## config.mk

```make
export PLATFORM = sky130hd
export DESIGN_NAME = spk_back
export DESIGN_NICKNAME = d
export VERILOG_FILES = /design/src/spk_pkg.sv /design/src/spk_back.sv
export SDC_FILE = /design/constraint.sdc
export NUM_CORES = 2
export LEC_CHECK = 0
export ABC_AREA = 1
export BUFFER_PORTS_ARGS = -buffer_cell sky130_fd_sc_hd__clkbuf_2
export CORE_ASPECT_RATIO = 0.9
export CORE_MARGIN = 5
export CORE_UTILIZATION = 51
export CTS_CLUSTER_SIZE = 8
export DETAILED_ROUTE_END_ITERATION = 8
export HOLD_SLACK_MARGIN = 0.1
export PLACE_DENSITY = 0.72
export REMOVE_ABC_BUFFERS = 1
export SKIP_LAST_GASP = 1
export SYNTH_ARGS = -nofsm -noshare
export SYNTH_HDL_FRONTEND = slang
export SYNTH_SLANG_ARGS = --single-unit
```

## constraint.sdc

```tcl
create_clock -name clk_i -period 6.3 [get_ports clk_i]
set_clock_uncertainty 0.1 [all_clocks]
set_input_delay 0.63 -clock clk_i [delete_from_list [all_inputs] [get_ports clk_i]]
set_output_delay 0.63 -clock clk_i [all_outputs]
set_load 0.02 [all_outputs]
```

## src/spk_pkg.sv

```systemverilog
// ----------------------------------------------------------------------------
// spk_pkg
// shared types, constants and helper functions of the sparkle-512 sponge
// bit generator: item formats, command queue entry, permutation round logic
// ----------------------------------------------------------------------------
`default_nettype none
package spk_pkg;

  localparam int BRANCHES    = 8;
  localparam int STATE_WORDS = 2 * BRANCHES;
  localparam int WORD_W      = 32;
  localparam int IDX_W       = $clog2(STATE_WORDS);
  localparam int CNT_W       = IDX_W + 1;
  localparam int TANK_BITS   = STATE_WORDS * WORD_W;
  localparam int CUR_W       = $clog2(TANK_BITS) + 1;
  localparam int QDEPTH      = 2;
  localparam int QPTR_W      = (QDEPTH > 1) ? $clog2(QDEPTH) : 1;
  localparam int QCNT_W      = $clog2(QDEPTH + 1);

  localparam logic [4:0] ROUNDS_RESET = 5'd8;
  localparam logic [4:0] RATE_RESET   = 5'd16;

  localparam logic [WORD_W-1:0] RCON [8] = '{
    32'hB7E15162, 32'hBF715880, 32'h38B4DA56, 32'h324E7738,
    32'hBB1185EB, 32'h4F7C7B57, 32'hCFBFA1C8, 32'hC2B3293D
  };

  typedef enum logic [1:0] {
    OP_ABSORB = 2'd0,
    OP_FINISH = 2'd1,
    OP_DRAW   = 2'd2,
    OP_RANGE  = 2'd3
  } spk_op_e;

  typedef enum logic [1:0] {
    ST_OK    = 2'd0,
    ST_RANGE = 2'd1,
    ST_OVF   = 2'd2
  } spk_status_e;

  typedef enum logic [0:0] {
    CFG_ROUNDS = 1'b0,
    CFG_RATE   = 1'b1
  } spk_cfg_e;

  typedef struct packed {
    logic [1:0]  opcode;
    logic [31:0] data_word;
    logic [6:0]  bit_count;
    logic [63:0] range_lo;
    logic [63:0] range_hi;
  } spk_in_t;

  typedef struct packed {
    logic [63:0] value;
    spk_status_e status;
  } spk_out_t;

  // classified item as it sits in the queue
  typedef struct packed {
    spk_op_e     op;
    logic [31:0] data_word;
    logic [6:0]  nbits;
    logic [63:0] lower;
    logic [63:0] span;
    logic        empty;
  } spk_cmd_t;

  typedef struct packed {
    logic     valid;
    spk_cmd_t cmd;
  } spk_qhead_t;

  typedef struct packed {
    logic              xor_en;
    logic [IDX_W-1:0]  xor_idx;
    logic [WORD_W-1:0] xor_word;
    logic              start;
    logic [IDX_W-1:0]  rd_idx;
  } spk_perm_ctl_t;

  function automatic logic [WORD_W-1:0] rotr32(input logic [WORD_W-1:0] x,
                                               input int unsigned n);
    return (x >> n) | (x << (WORD_W - n));
  endfunction

  function automatic logic [WORD_W-1:0] ell(input logic [WORD_W-1:0] x);
    return rotr32(x ^ (x << 16), 16);
  endfunction

  // bit j = parity of x >> j
  function automatic logic [WORD_W-1:0] suffix_par(input logic [WORD_W-1:0] x);
    logic [WORD_W-1:0] y;
    y = x;
    y = y ^ (y >> 1);
    y = y ^ (y >> 2);
    y = y ^ (y >> 4);
    y = y ^ (y >> 8);
    y = y ^ (y >> 16);
    return y;
  endfunction

  // one quarter of an alzette box, returns {x, y}
  function automatic logic [2*WORD_W-1:0] alz_quarter(input logic [WORD_W-1:0] xi,
                                                      input logic [WORD_W-1:0] yi,
                                                      input logic [WORD_W-1:0] rc,
                                                      input logic [1:0] q);
    logic [WORD_W-1:0] x;
    logic [WORD_W-1:0] y;
    x = xi;
    y = yi;
    unique case (q)
      2'd0: begin
        x = x + rotr32(y, 31);
        y = y ^ rotr32(x, 24);
      end
      2'd1: begin
        x = x + rotr32(y, 17);
        y = y ^ rotr32(x, 17);
      end
      2'd2: begin
        x = x + y;
        y = y ^ rotr32(x, 31);
      end
      default: begin
        x = x + rotr32(y, 24);
        y = y ^ rotr32(x, 16);
      end
    endcase
    x = x ^ rc;
    return {x, y};
  endfunction

  function automatic logic [3:0] bitlen8(input logic [7:0] b);
    logic [3:0] l;
    l = 4'd0;
    for (int i = 0; i < 8; i++) begin
      if (b[i]) l = 4'(i + 1);
    end
    return l;
  endfunction

endpackage
`default_nettype wire

```

## src/spk_back.sv

```systemverilog
// ----------------------------------------------------------------------------
// spk_back
// carries out queued commands: absorb, finish, bit and range draws; owns
// the bit tank memory, the cursor and the output register
// ----------------------------------------------------------------------------
`default_nettype none
module spk_back (
  input  logic                   clk_i,
  input  logic                   rst_ni,
  input  spk_pkg::spk_qhead_t    head_i,
  output logic                   pop_o,
  input  logic [4:0]             rate_i,
  output spk_pkg::spk_perm_ctl_t perm_ctl_o,
  input  logic                   perm_busy_i,
  input  logic [31:0]            perm_word_i,
  output logic                   out_valid_o,
  input  logic                   out_stall_i,
  output spk_pkg::spk_out_t      out_item_o
);
  import spk_pkg::*;

  typedef enum logic [8:0] {
    S_IDLE   = 9'b000000001,
    S_PERM   = 9'b000000010,
    S_SQZ    = 9'b000000100,
    S_DRAW   = 9'b000001000,
    S_DRAWD  = 9'b000010000,
    S_CHECK  = 9'b000100000,
    S_LEN1   = 9'b001000000,
    S_LEN2   = 9'b010000000,
    S_RESULT = 9'b100000000
  } spk_bstate_e;

  spk_bstate_e       state_q, state_d;
  logic [CNT_W-1:0]  absorbed_q, absorbed_d;
  logic [CUR_W-1:0]  cursor_q, cursor_d;
  logic              fin2_q, fin2_d;
  logic              from_draw_q, from_draw_d;
  logic [IDX_W-1:0]  sidx_q, sidx_d;
  logic [6:0]        nrem_q, nrem_d;
  logic [6:0]        got_q, got_d;
  logic [6:0]        len_q, len_d;
  logic [63:0]       v_q, v_d;
  spk_out_t          res_q, res_d;
  logic [7:0]        byte_nz_q, byte_nz_d;
  logic [3:0]        byte_len_q [8];
  logic [3:0]        byte_len_d [8];
  logic              out_valid_q, out_valid_d;
  spk_out_t          out_q;

  logic [WORD_W-1:0] tank_mem [STATE_WORDS];
  logic [STATE_WORDS-1:0] tank_vld_q, tank_vld_d;
  logic [WORD_W-1:0] rdata_q;
  logic              rvld_q;
  logic              tank_we, tank_re;
  logic [IDX_W-1:0]  tank_wa, tank_ra;
  logic [WORD_W-1:0] tank_wd;

  logic [CNT_W-1:0]  tw;
  logic [CUR_W-1:0]  tsize;
  logic              out_free;
  spk_cmd_t          cmd;

  assign cmd      = head_i.cmd;
  assign tw       = (rate_i == 5'd0) ? CNT_W'(1) :
                    ((rate_i > 5'(STATE_WORDS)) ? CNT_W'(STATE_WORDS) : CNT_W'(rate_i));
  assign tsize    = CUR_W'({tw, 5'd0});
  assign out_free = !out_valid_q || !out_stall_i;

  always_comb begin
    logic [WORD_W-1:0] word;
    logic [4:0]        off;
    logic [5:0]        avail;
    logic [5:0]        k;
    logic [WORD_W-1:0] chunk;
    logic [6:0]        len;
    state_d     = state_q;
    absorbed_d  = absorbed_q;
    cursor_d    = cursor_q;
    fin2_d      = fin2_q;
    from_draw_d = from_draw_q;
    sidx_d      = sidx_q;
    nrem_d      = nrem_q;
    got_d       = got_q;
    len_d       = len_q;
    v_d         = v_q;
    res_d       = res_q;
    byte_nz_d   = byte_nz_q;
    byte_len_d  = byte_len_q;
    out_valid_d = out_valid_q && out_stall_i;
    tank_vld_d  = tank_vld_q;
    pop_o       = 1'b0;
    perm_ctl_o  = '0;
    tank_we     = 1'b0;
    tank_re     = 1'b0;
    tank_wa     = sidx_q;
    tank_ra     = cursor_q[CUR_W-2:5];
    tank_wd     = suffix_par(perm_word_i);
    word        = rvld_q ? rdata_q : '0;
    off         = cursor_q[4:0];
    avail       = 6'd32 - {1'b0, off};
    k           = (nrem_q < {1'b0, avail}) ? nrem_q[5:0] : avail;
    chunk       = (word >> off) & ~({WORD_W{1'b1}} << k);
    len         = 7'd0;
    perm_ctl_o.rd_idx = sidx_q;

    unique case (state_q)
      S_IDLE: begin
        if (head_i.valid) begin
          res_d.value  = '0;
          res_d.status = ST_OK;
          unique case (cmd.op)
            OP_ABSORB: begin
              if (absorbed_q >= CNT_W'(STATE_WORDS)) begin
                res_d.status = ST_OVF;
              end else begin
                perm_ctl_o.xor_en   = 1'b1;
                perm_ctl_o.xor_idx  = absorbed_q[IDX_W-1:0];
                perm_ctl_o.xor_word = cmd.data_word;
                absorbed_d          = CNT_W'(absorbed_q + 1'b1);
              end
              state_d = S_RESULT;
            end
            OP_FINISH: begin
              // domain bit 0 on the last word, then first permute
              perm_ctl_o.xor_en   = 1'b1;
              perm_ctl_o.xor_idx  = IDX_W'(STATE_WORDS - 1);
              perm_ctl_o.xor_word = 32'd1;
              perm_ctl_o.start    = 1'b1;
              fin2_d      = 1'b0;
              from_draw_d = 1'b0;
              state_d     = S_PERM;
            end
            OP_DRAW: begin
              nrem_d = cmd.nbits;
              got_d  = '0;
              v_d    = '0;
              state_d = (cmd.nbits == 7'd0) ? S_RESULT : S_DRAW;
            end
            default: begin
              if (cmd.empty) begin
                res_d.status = ST_RANGE;
                state_d      = S_RESULT;
              end else begin
                state_d = S_LEN1;
              end
            end
          endcase
        end
      end
      S_PERM: begin
        if (!perm_busy_i) begin
          if (!from_draw_q && !fin2_q) begin
            perm_ctl_o.xor_en   = 1'b1;
            perm_ctl_o.xor_idx  = IDX_W'(STATE_WORDS - 1);
            perm_ctl_o.xor_word = 32'd2;
            perm_ctl_o.start    = 1'b1;
            fin2_d = 1'b1;
          end else begin
            sidx_d  = '0;
            state_d = S_SQZ;
          end
        end
      end
      S_SQZ: begin
        tank_we            = 1'b1;
        tank_vld_d[sidx_q] = 1'b1;
        sidx_d             = IDX_W'(sidx_q + 1'b1);
        if (CNT_W'({1'b0, sidx_q} + 1'b1) == tw) begin
          cursor_d = '0;
          if (from_draw_q) begin
            state_d = S_DRAW;
          end else begin
            absorbed_d   = '0;
            res_d.value  = '0;
            res_d.status = ST_OK;
            state_d      = S_RESULT;
          end
        end
      end
      S_DRAW: begin
        if (cursor_q >= tsize) begin
          // tank used up: permute and refill
          perm_ctl_o.start = 1'b1;
          from_draw_d      = 1'b1;
          state_d          = S_PERM;
        end else begin
          tank_re = 1'b1;
          state_d = S_DRAWD;
        end
      end
      S_DRAWD: begin
        v_d      = v_q | ({32'd0, chunk} << got_q);
        got_d    = 7'(got_q + {1'b0, k});
        nrem_d   = 7'(nrem_q - {1'b0, k});
        cursor_d = CUR_W'(cursor_q + {{(CUR_W-6){1'b0}}, k});
        state_d  = (nrem_q == {1'b0, k}) ? S_CHECK : S_DRAW;
      end
      S_CHECK: begin
        res_d.status = ST_OK;
        if (cmd.op == OP_RANGE) begin
          if (v_q >= cmd.span) begin
            nrem_d  = len_q;
            got_d   = '0;
            v_d     = '0;
            state_d = S_DRAW;
          end else begin
            res_d.value = cmd.lower + v_q;
            state_d     = S_RESULT;
          end
        end else begin
          res_d.value = v_q;
          state_d     = S_RESULT;
        end
      end
      S_LEN1: begin
        for (int i = 0; i < 8; i++) begin
          byte_nz_d[i]  = |cmd.span[8*i +: 8];
          byte_len_d[i] = bitlen8(cmd.span[8*i +: 8]);
        end
        state_d = S_LEN2;
      end
      S_LEN2: begin
        for (int i = 0; i < 8; i++) begin
          if (byte_nz_q[i]) len = 7'(8 * i) + {3'd0, byte_len_q[i]};
        end
        len_d   = len;
        nrem_d  = len;
        got_d   = '0;
        v_d     = '0;
        state_d = S_DRAW;
      end
      S_RESULT: begin
        if (out_free) begin
          out_valid_d = 1'b1;
          pop_o       = 1'b1;
          state_d     = S_IDLE;
        end
      end
      default: begin
        state_d = S_IDLE;
      end
    endcase
  end

  always_ff @(posedge clk_i or negedge rst_ni) begin
    if (!rst_ni) begin
      state_q     <= S_IDLE;
      absorbed_q  <= '0;
      cursor_q    <= '0;
      fin2_q      <= 1'b0;
      from_draw_q <= 1'b0;
      tank_vld_q  <= '0;
      out_valid_q <= 1'b0;
    end else begin
      state_q     <= state_d;
      absorbed_q  <= absorbed_d;
      cursor_q    <= cursor_d;
      fin2_q      <= fin2_d;
      from_draw_q <= from_draw_d;
      tank_vld_q  <= tank_vld_d;
      out_valid_q <= out_valid_d;
    end
  end

  always_ff @(posedge clk_i) begin
    sidx_q     <= sidx_d;
    nrem_q     <= nrem_d;
    got_q      <= got_d;
    len_q      <= len_d;
    v_q        <= v_d;
    res_q      <= res_d;
    byte_nz_q  <= byte_nz_d;
    byte_len_q <= byte_len_d;
    if (state_q == S_RESULT && out_free) begin
      out_q <= res_q;
    end
  end

  // tank memory, one write and one registered read port
  always_ff @(posedge clk_i) begin
    if (tank_we) begin
      tank_mem[tank_wa] <= tank_wd;
    end
    if (tank_re) begin
      rdata_q <= tank_mem[tank_ra];
      rvld_q  <= tank_vld_q[tank_ra];
    end
  end

  assign out_valid_o = out_valid_q;
  assign out_item_o  = out_q;

endmodule
`default_nettype wire

```

Yosys cells after proc, flatten, opt, wreduce, memory -nomap -nowiden
Memory sizes are Yosys's and may differ from the RTL's. A register that Yosys moved wholly into a read port is not among the register bits. Cells that the tools add are included.

Bits in registers: 305. Bits in writable memories: 512. Output and inout port bits: 110. Logic and storage cells: 274. Memories: 1.

$add $sub $neg: 15. Order comparisons: 8. Equal/unequal tests: 29. Shift operators: 3. Mux-type cells: 146. Bitwise operators: 9. Reductions and logical operators: 37.

Memories: tank_mem (depth 16, bits a word 32, read ports 1, clocked after memory_dff 1, wr ports 1, line spk_back.sv:51) `logic [WORD_W-1:0] tank_mem [STATE_WORDS];`.

Operator list (number): 64-bit two-way mux (6); 64-bit one-hot mux with 4 select lines (1); 4-bit two-way mux (51); 66-bit two-way mux (3); 66-bit one-hot mux with 3 select lines (1); 37-bit one-hot mux with 2 select lines (2); 38-bit two-way mux (3); 7-bit two-way mux (15); 9-bit two-way mux (10); 9-bit one-hot mux with 9 select lines (1); 64-bit adder (1); 64-bit greater-or-equal comparator (1); 64-bit bitwise OR (1); 8-bit OR reduction (8); 32-bit by 7-bit left shift with 64-bit output (1); 7-bit one-hot mux with 4 select lines (2); 5-bit two-way mux (8); 37-bit two-way mux (1); 32-bit AND (1); 32-bit two-way mux (1); 32-bit NOT (1); 32-bit by 6-bit left shift with 32-bit output, first input constant (1); 32-bit by 5-bit >> shifter with 32-bit output (1); 32-bit by 16-bit bitwise XOR with 32-bit output (1); 65 further kinds (125).

Depth between registers and ports, before layout
Depth after elaboration: 9. Depth in mapped cells: 30. Gate-level depth less buffers: 27.

Worst setup path before layout
OpenSTA, ideal clock, no wires.

Path type: input to register. Start point: input port head_i[32] (netlist bit). End point: register got_q[0] (enable). Setup time: 0.540 ns. Arrival: 5.633 ns. Data required time: 5.660 ns. Slack: 0.027 ns. Stages on the path: 14. Path buffers: 0. Cells stage by stage: inv_1 -> ha_1 -> nand2_1 -> inv_1 -> nand3_1 -> nor3_1 -> and3_1 -> a221o_1 -> nand2_1 -> nand3_1 -> nand2_1 -> inv_1 -> nor2_1 -> a21oi_1.

Word-level cells in the longest chain between the ends: 3.

Ends and longest elaborated chain: start, declared (line spk_back.sv:10) `input spk_pkg::spk_qhead_t head_i,`; 64-bit greater-or-equal comparator (line spk_back.sv:202) `if (v_q >= cmd.span) begin`; 2-bit inequality test (no line); 5-bit AND reduction (no line); end signal, assigned (line spk_back.sv:269) `got_q <= got_d;`; end, declared (line spk_back.sv:41) `logic [6:0] got_q, got_d;`.

Every way passes these cells. A chain may end at the register's enable or synchronous reset.

Worst setup path after layout
Start point: register cursor_q[0]. End point: register cursor_q[8].

Word-level cells in the longest chain between the ends: 5.

Ends and longest elaborated chain: start, declared (line spk_back.sv:36) `logic [CUR_W-1:0] cursor_q, cursor_d;`; start signal, assigned (line spk_back.sv:258) `cursor_q <= cursor_d;`; 6-bit by 5-bit subtractor with 6-bit output (line spk_back.sv:101) `avail = 6'd32 - {1'b0, off};`; 7-bit by 6-bit < comparator with 1-bit output (line spk_back.sv:102) `k = (nrem_q < {1'b0, avail}) ? nrem_q[5:0] : avail;`; 6-bit two-way mux (line spk_back.sv:102); 10-bit by 6-bit adder with 10-bit output (*) (line spk_back.sv:196) `cursor_d = CUR_W'(cursor_q + {{(CUR_W-6){1'b0}}, k});`; 10-bit one-hot mux with 2 select lines (*) (line spk_back.sv:107) `unique case (state_q)`.

Every way passes the cells marked *; elsewhere a longest branch is shown, timed or not.

==> flow_summary.toml <==
[logic_synthesis]
avgSynthCellArea_um2 = 9.341
async_flop_share_pct = 5.065
yosys.area.top_type = "edfxtp_1"
synth_top_area_share_pct = 52.72
synth_top_flop_cell = "edfxtp_1"
synth-seq-cells = 849
synth.area.top_cells = "edfxtp_1, nand3_1, nand2_1"
ys_seq_area_share_pct = 55.06
synth.distinct_cells = 51
synth_edf_count = 806
syn_area_um2 = 45910
syn_inst = 4915
ys_warn_count = 0

[final_layout]
finalNonFillerCells = 6425
area_delta_synth_final_pct = 13.79
nFillCells = 7551
final_util_pct = 58.44
seqCellArea_um2 = 25290
stdcell_area_um2 = 52240
drive_gt1_share_pct = 11.51
multi_input_area_um2 = 18130
final_nets = 5593

[setup_path]
worstSetupPathType = "flop to flop"
cp-start-kind = "flop"
critPathBufInv = 4
slowest_delay_ns = 0.44
worstSetupEndpointType = "flop"
slowest_stage = "nand2_1"
worstPathRequired_ns = 6.76
path_delay_family = "simple AND/OR/NAND/NOR gates"
worstPathArrival_ns = 5.68
critPathMostFrequentCell = "nand2_1"
critPathMaxFanout = 35

[drt]
wl_um = 141300
dr_wl_met3_um = 15250
wire_per_inst_um = 21.99
dr.max_layer_used = "met4"
wl_met2_um = 62800
drt_pre_antenna_iters = 7
drtIter0Drc = 4975
drc = 0
ant_nets = 0
met1Wirelength_um = 60120
vias = 38450
viasPerCell = 5.984

[clock_tree]
cts_buffers = 116
clk_latency_ns = 0.71
clockRootBuffer = "clkbuf_16"
htree_levels = 3
cts.sink_count = 849
cts_buffer_depth = 3
cts_tree = "built"
clkSlewWorstSetupHoldPaths_ns = 0.05

[worst_hold_path]
hold_class = "input port to flop"

[floorplanning]
die_area_um2 = 96130
core-area_um2 = 89400
io_pins = 322
initial_utilization_pct = 51.36
num_rows = 104
dieWidth_um = 326.3
die-height_um = 294.6

[status]
status = "complete, no violations"

[timing]
tightestPinTransition_ns = 1.255
fin_crit_ns = 5.221
report.final.slew_viol_count = 0
setup_ws_ns = 1.079
hold_viol = 0
setup_violations = 0
period_share_pct = 82.87
slew_headroom_pct = 15.73
holdWs_ns = 0.1408
finalSetupTns_ns = 0
rsz0062_at_grt = "false"
max_freq_ghz = 0.1915

[grt]
grt_overflow_total = 0
first_global_vias = 36140
grtUsageTotal_pct = 28.49
grt_max_degree = 112
antenna_found_initial = 3
grt_pass1_wl_um = 213200

[placed_design]
place_hpwl_um = 95180
placedInstanceArea_um2 = 48920
gp_congestion = 1.056
place_inst = 6253
port_buffers = 321
detailedPlace.worstSlack_ns = 0.7826

[power_and_ir_drop]
finalPower_mw = 20.07
irDropWorstVdd_mv = 0.3047
power.density_nw_per_um2 = 384.2
p_leak_nw = 21.13

[run]
maxCapViolCount = 0
cell families (layout without fill, tap and decap cells):
| kind of cell | after synthesis | in the layout | share of synthesized area [%] |
|---|---|---|---|
| flops | 849 | 849 | 55.07 |
| other cells | 0 | 3 | 0 |
| buf+inv | 710 | 1051 | 5.829 |
| mux | 4 | 4 | 0.08721 |
| fa+ha+maj | 165 | 165 | 4.562 |
| compound gates | 1050 | 1050 | 13.05 |
| simple gates | 1995 | 1995 | 18.57 |
| xor+xnor | 142 | 142 | 2.840 |
synth_stat cells (all sizes together), types with 46 or more instances:
library cell and number:
nand2 664, nor2 623, clkbuf 173, o221ai 59, ha 161, nand3 560, o22ai 83, buf 55
a21oi 294, xor2 63, o21ai 445, xnor2 79, nand4 46, edfxtp 806, o211ai 68, inv 476
per-layer routing:
| metal | track usage, % | vias to the layer above |
|---|---|---|
| li1 | - | 17930 |
| met1 | 42.47 | 18280 |
| met2 | 43.31 | 2010 |
| met3 | 5.730 | 224 |
| met4 | 6.843 | 0 |
| met5 | 0 | - |
area by class of cell:
| class | count | area share, % |
|---|---|---|
| flip-flops and latches | 849 | 48.41 |
| multi-input cells | 3356 | 34.70 |
| clock buffers | 151 | 5.868 |
| repair buffers | 411 | 4.464 |
| inverters | 482 | 3.475 |
| well taps | 1166 | 2.793 |
| clock inverters | 7 | 0.2778 |
| diodes | 3 | 0.01437 |
repair_timing:
action / in CTS / in global routing
hold endpoints to repair: 50 / 0
resized for setup: 0 / 0
buffers inserted: 0 / 0
hold buffers: 10 / 0
flip-flops by register name, indices dropped and copies added, names as in the netlist, 10 cells and up:
signal      flops
byte_len_q     32
cursor_q       10
out_item_o     66
rdata_q        32
res_q          66
tank_mem      512
tank_vld_q     16
v_q            64
placed cells by master, fill, tap and decap left out, drive strengths merged, types with 22 or more instances in the layout:
master and count:
a21oi 294, a31oi 33, buf 80, clkbuf 472, dfrtp 42, edfxtp 806
ha 161, inv 475, nand2 664, nand3 560, nand4 46, nor2 623
nor3 36, nor4 22, o211ai 68, o21ai 445, o221ai 59, o22ai 83
or2 30, xnor2 79, xor2 63
power breakdown:
part / internal [mW] / switching, mW / total (mW)
registers: 7.77 / 0.328 / 8.10
clock network: 3.34 / 2.30 / 5.63
logic: 1.75 / 4.58 / 6.34
worst paths after layout:
path | from | endpoint | slack [ns] | depth (start not counted)
worst min register to register | res_q[33] | out_item_o[33] | 0.30 | 0
worst max register to register | cursor_q[0] | cursor_q[8] | 1.08 | 25
max in group asynchronous | rst_ni | cursor_q[5] | 5.13 | 3
min in group asynchronous | rst_ni | absorbed_q[0] | 0.46 | 3
worst min-delay path | head_i[48] | byte_len_q[11] | 0.14 | 1
worst max-delay path | cursor_q[0] | cursor_q[8] | 1.08 | 25
No activity file was read; power rests on OpenSTA's default activity.
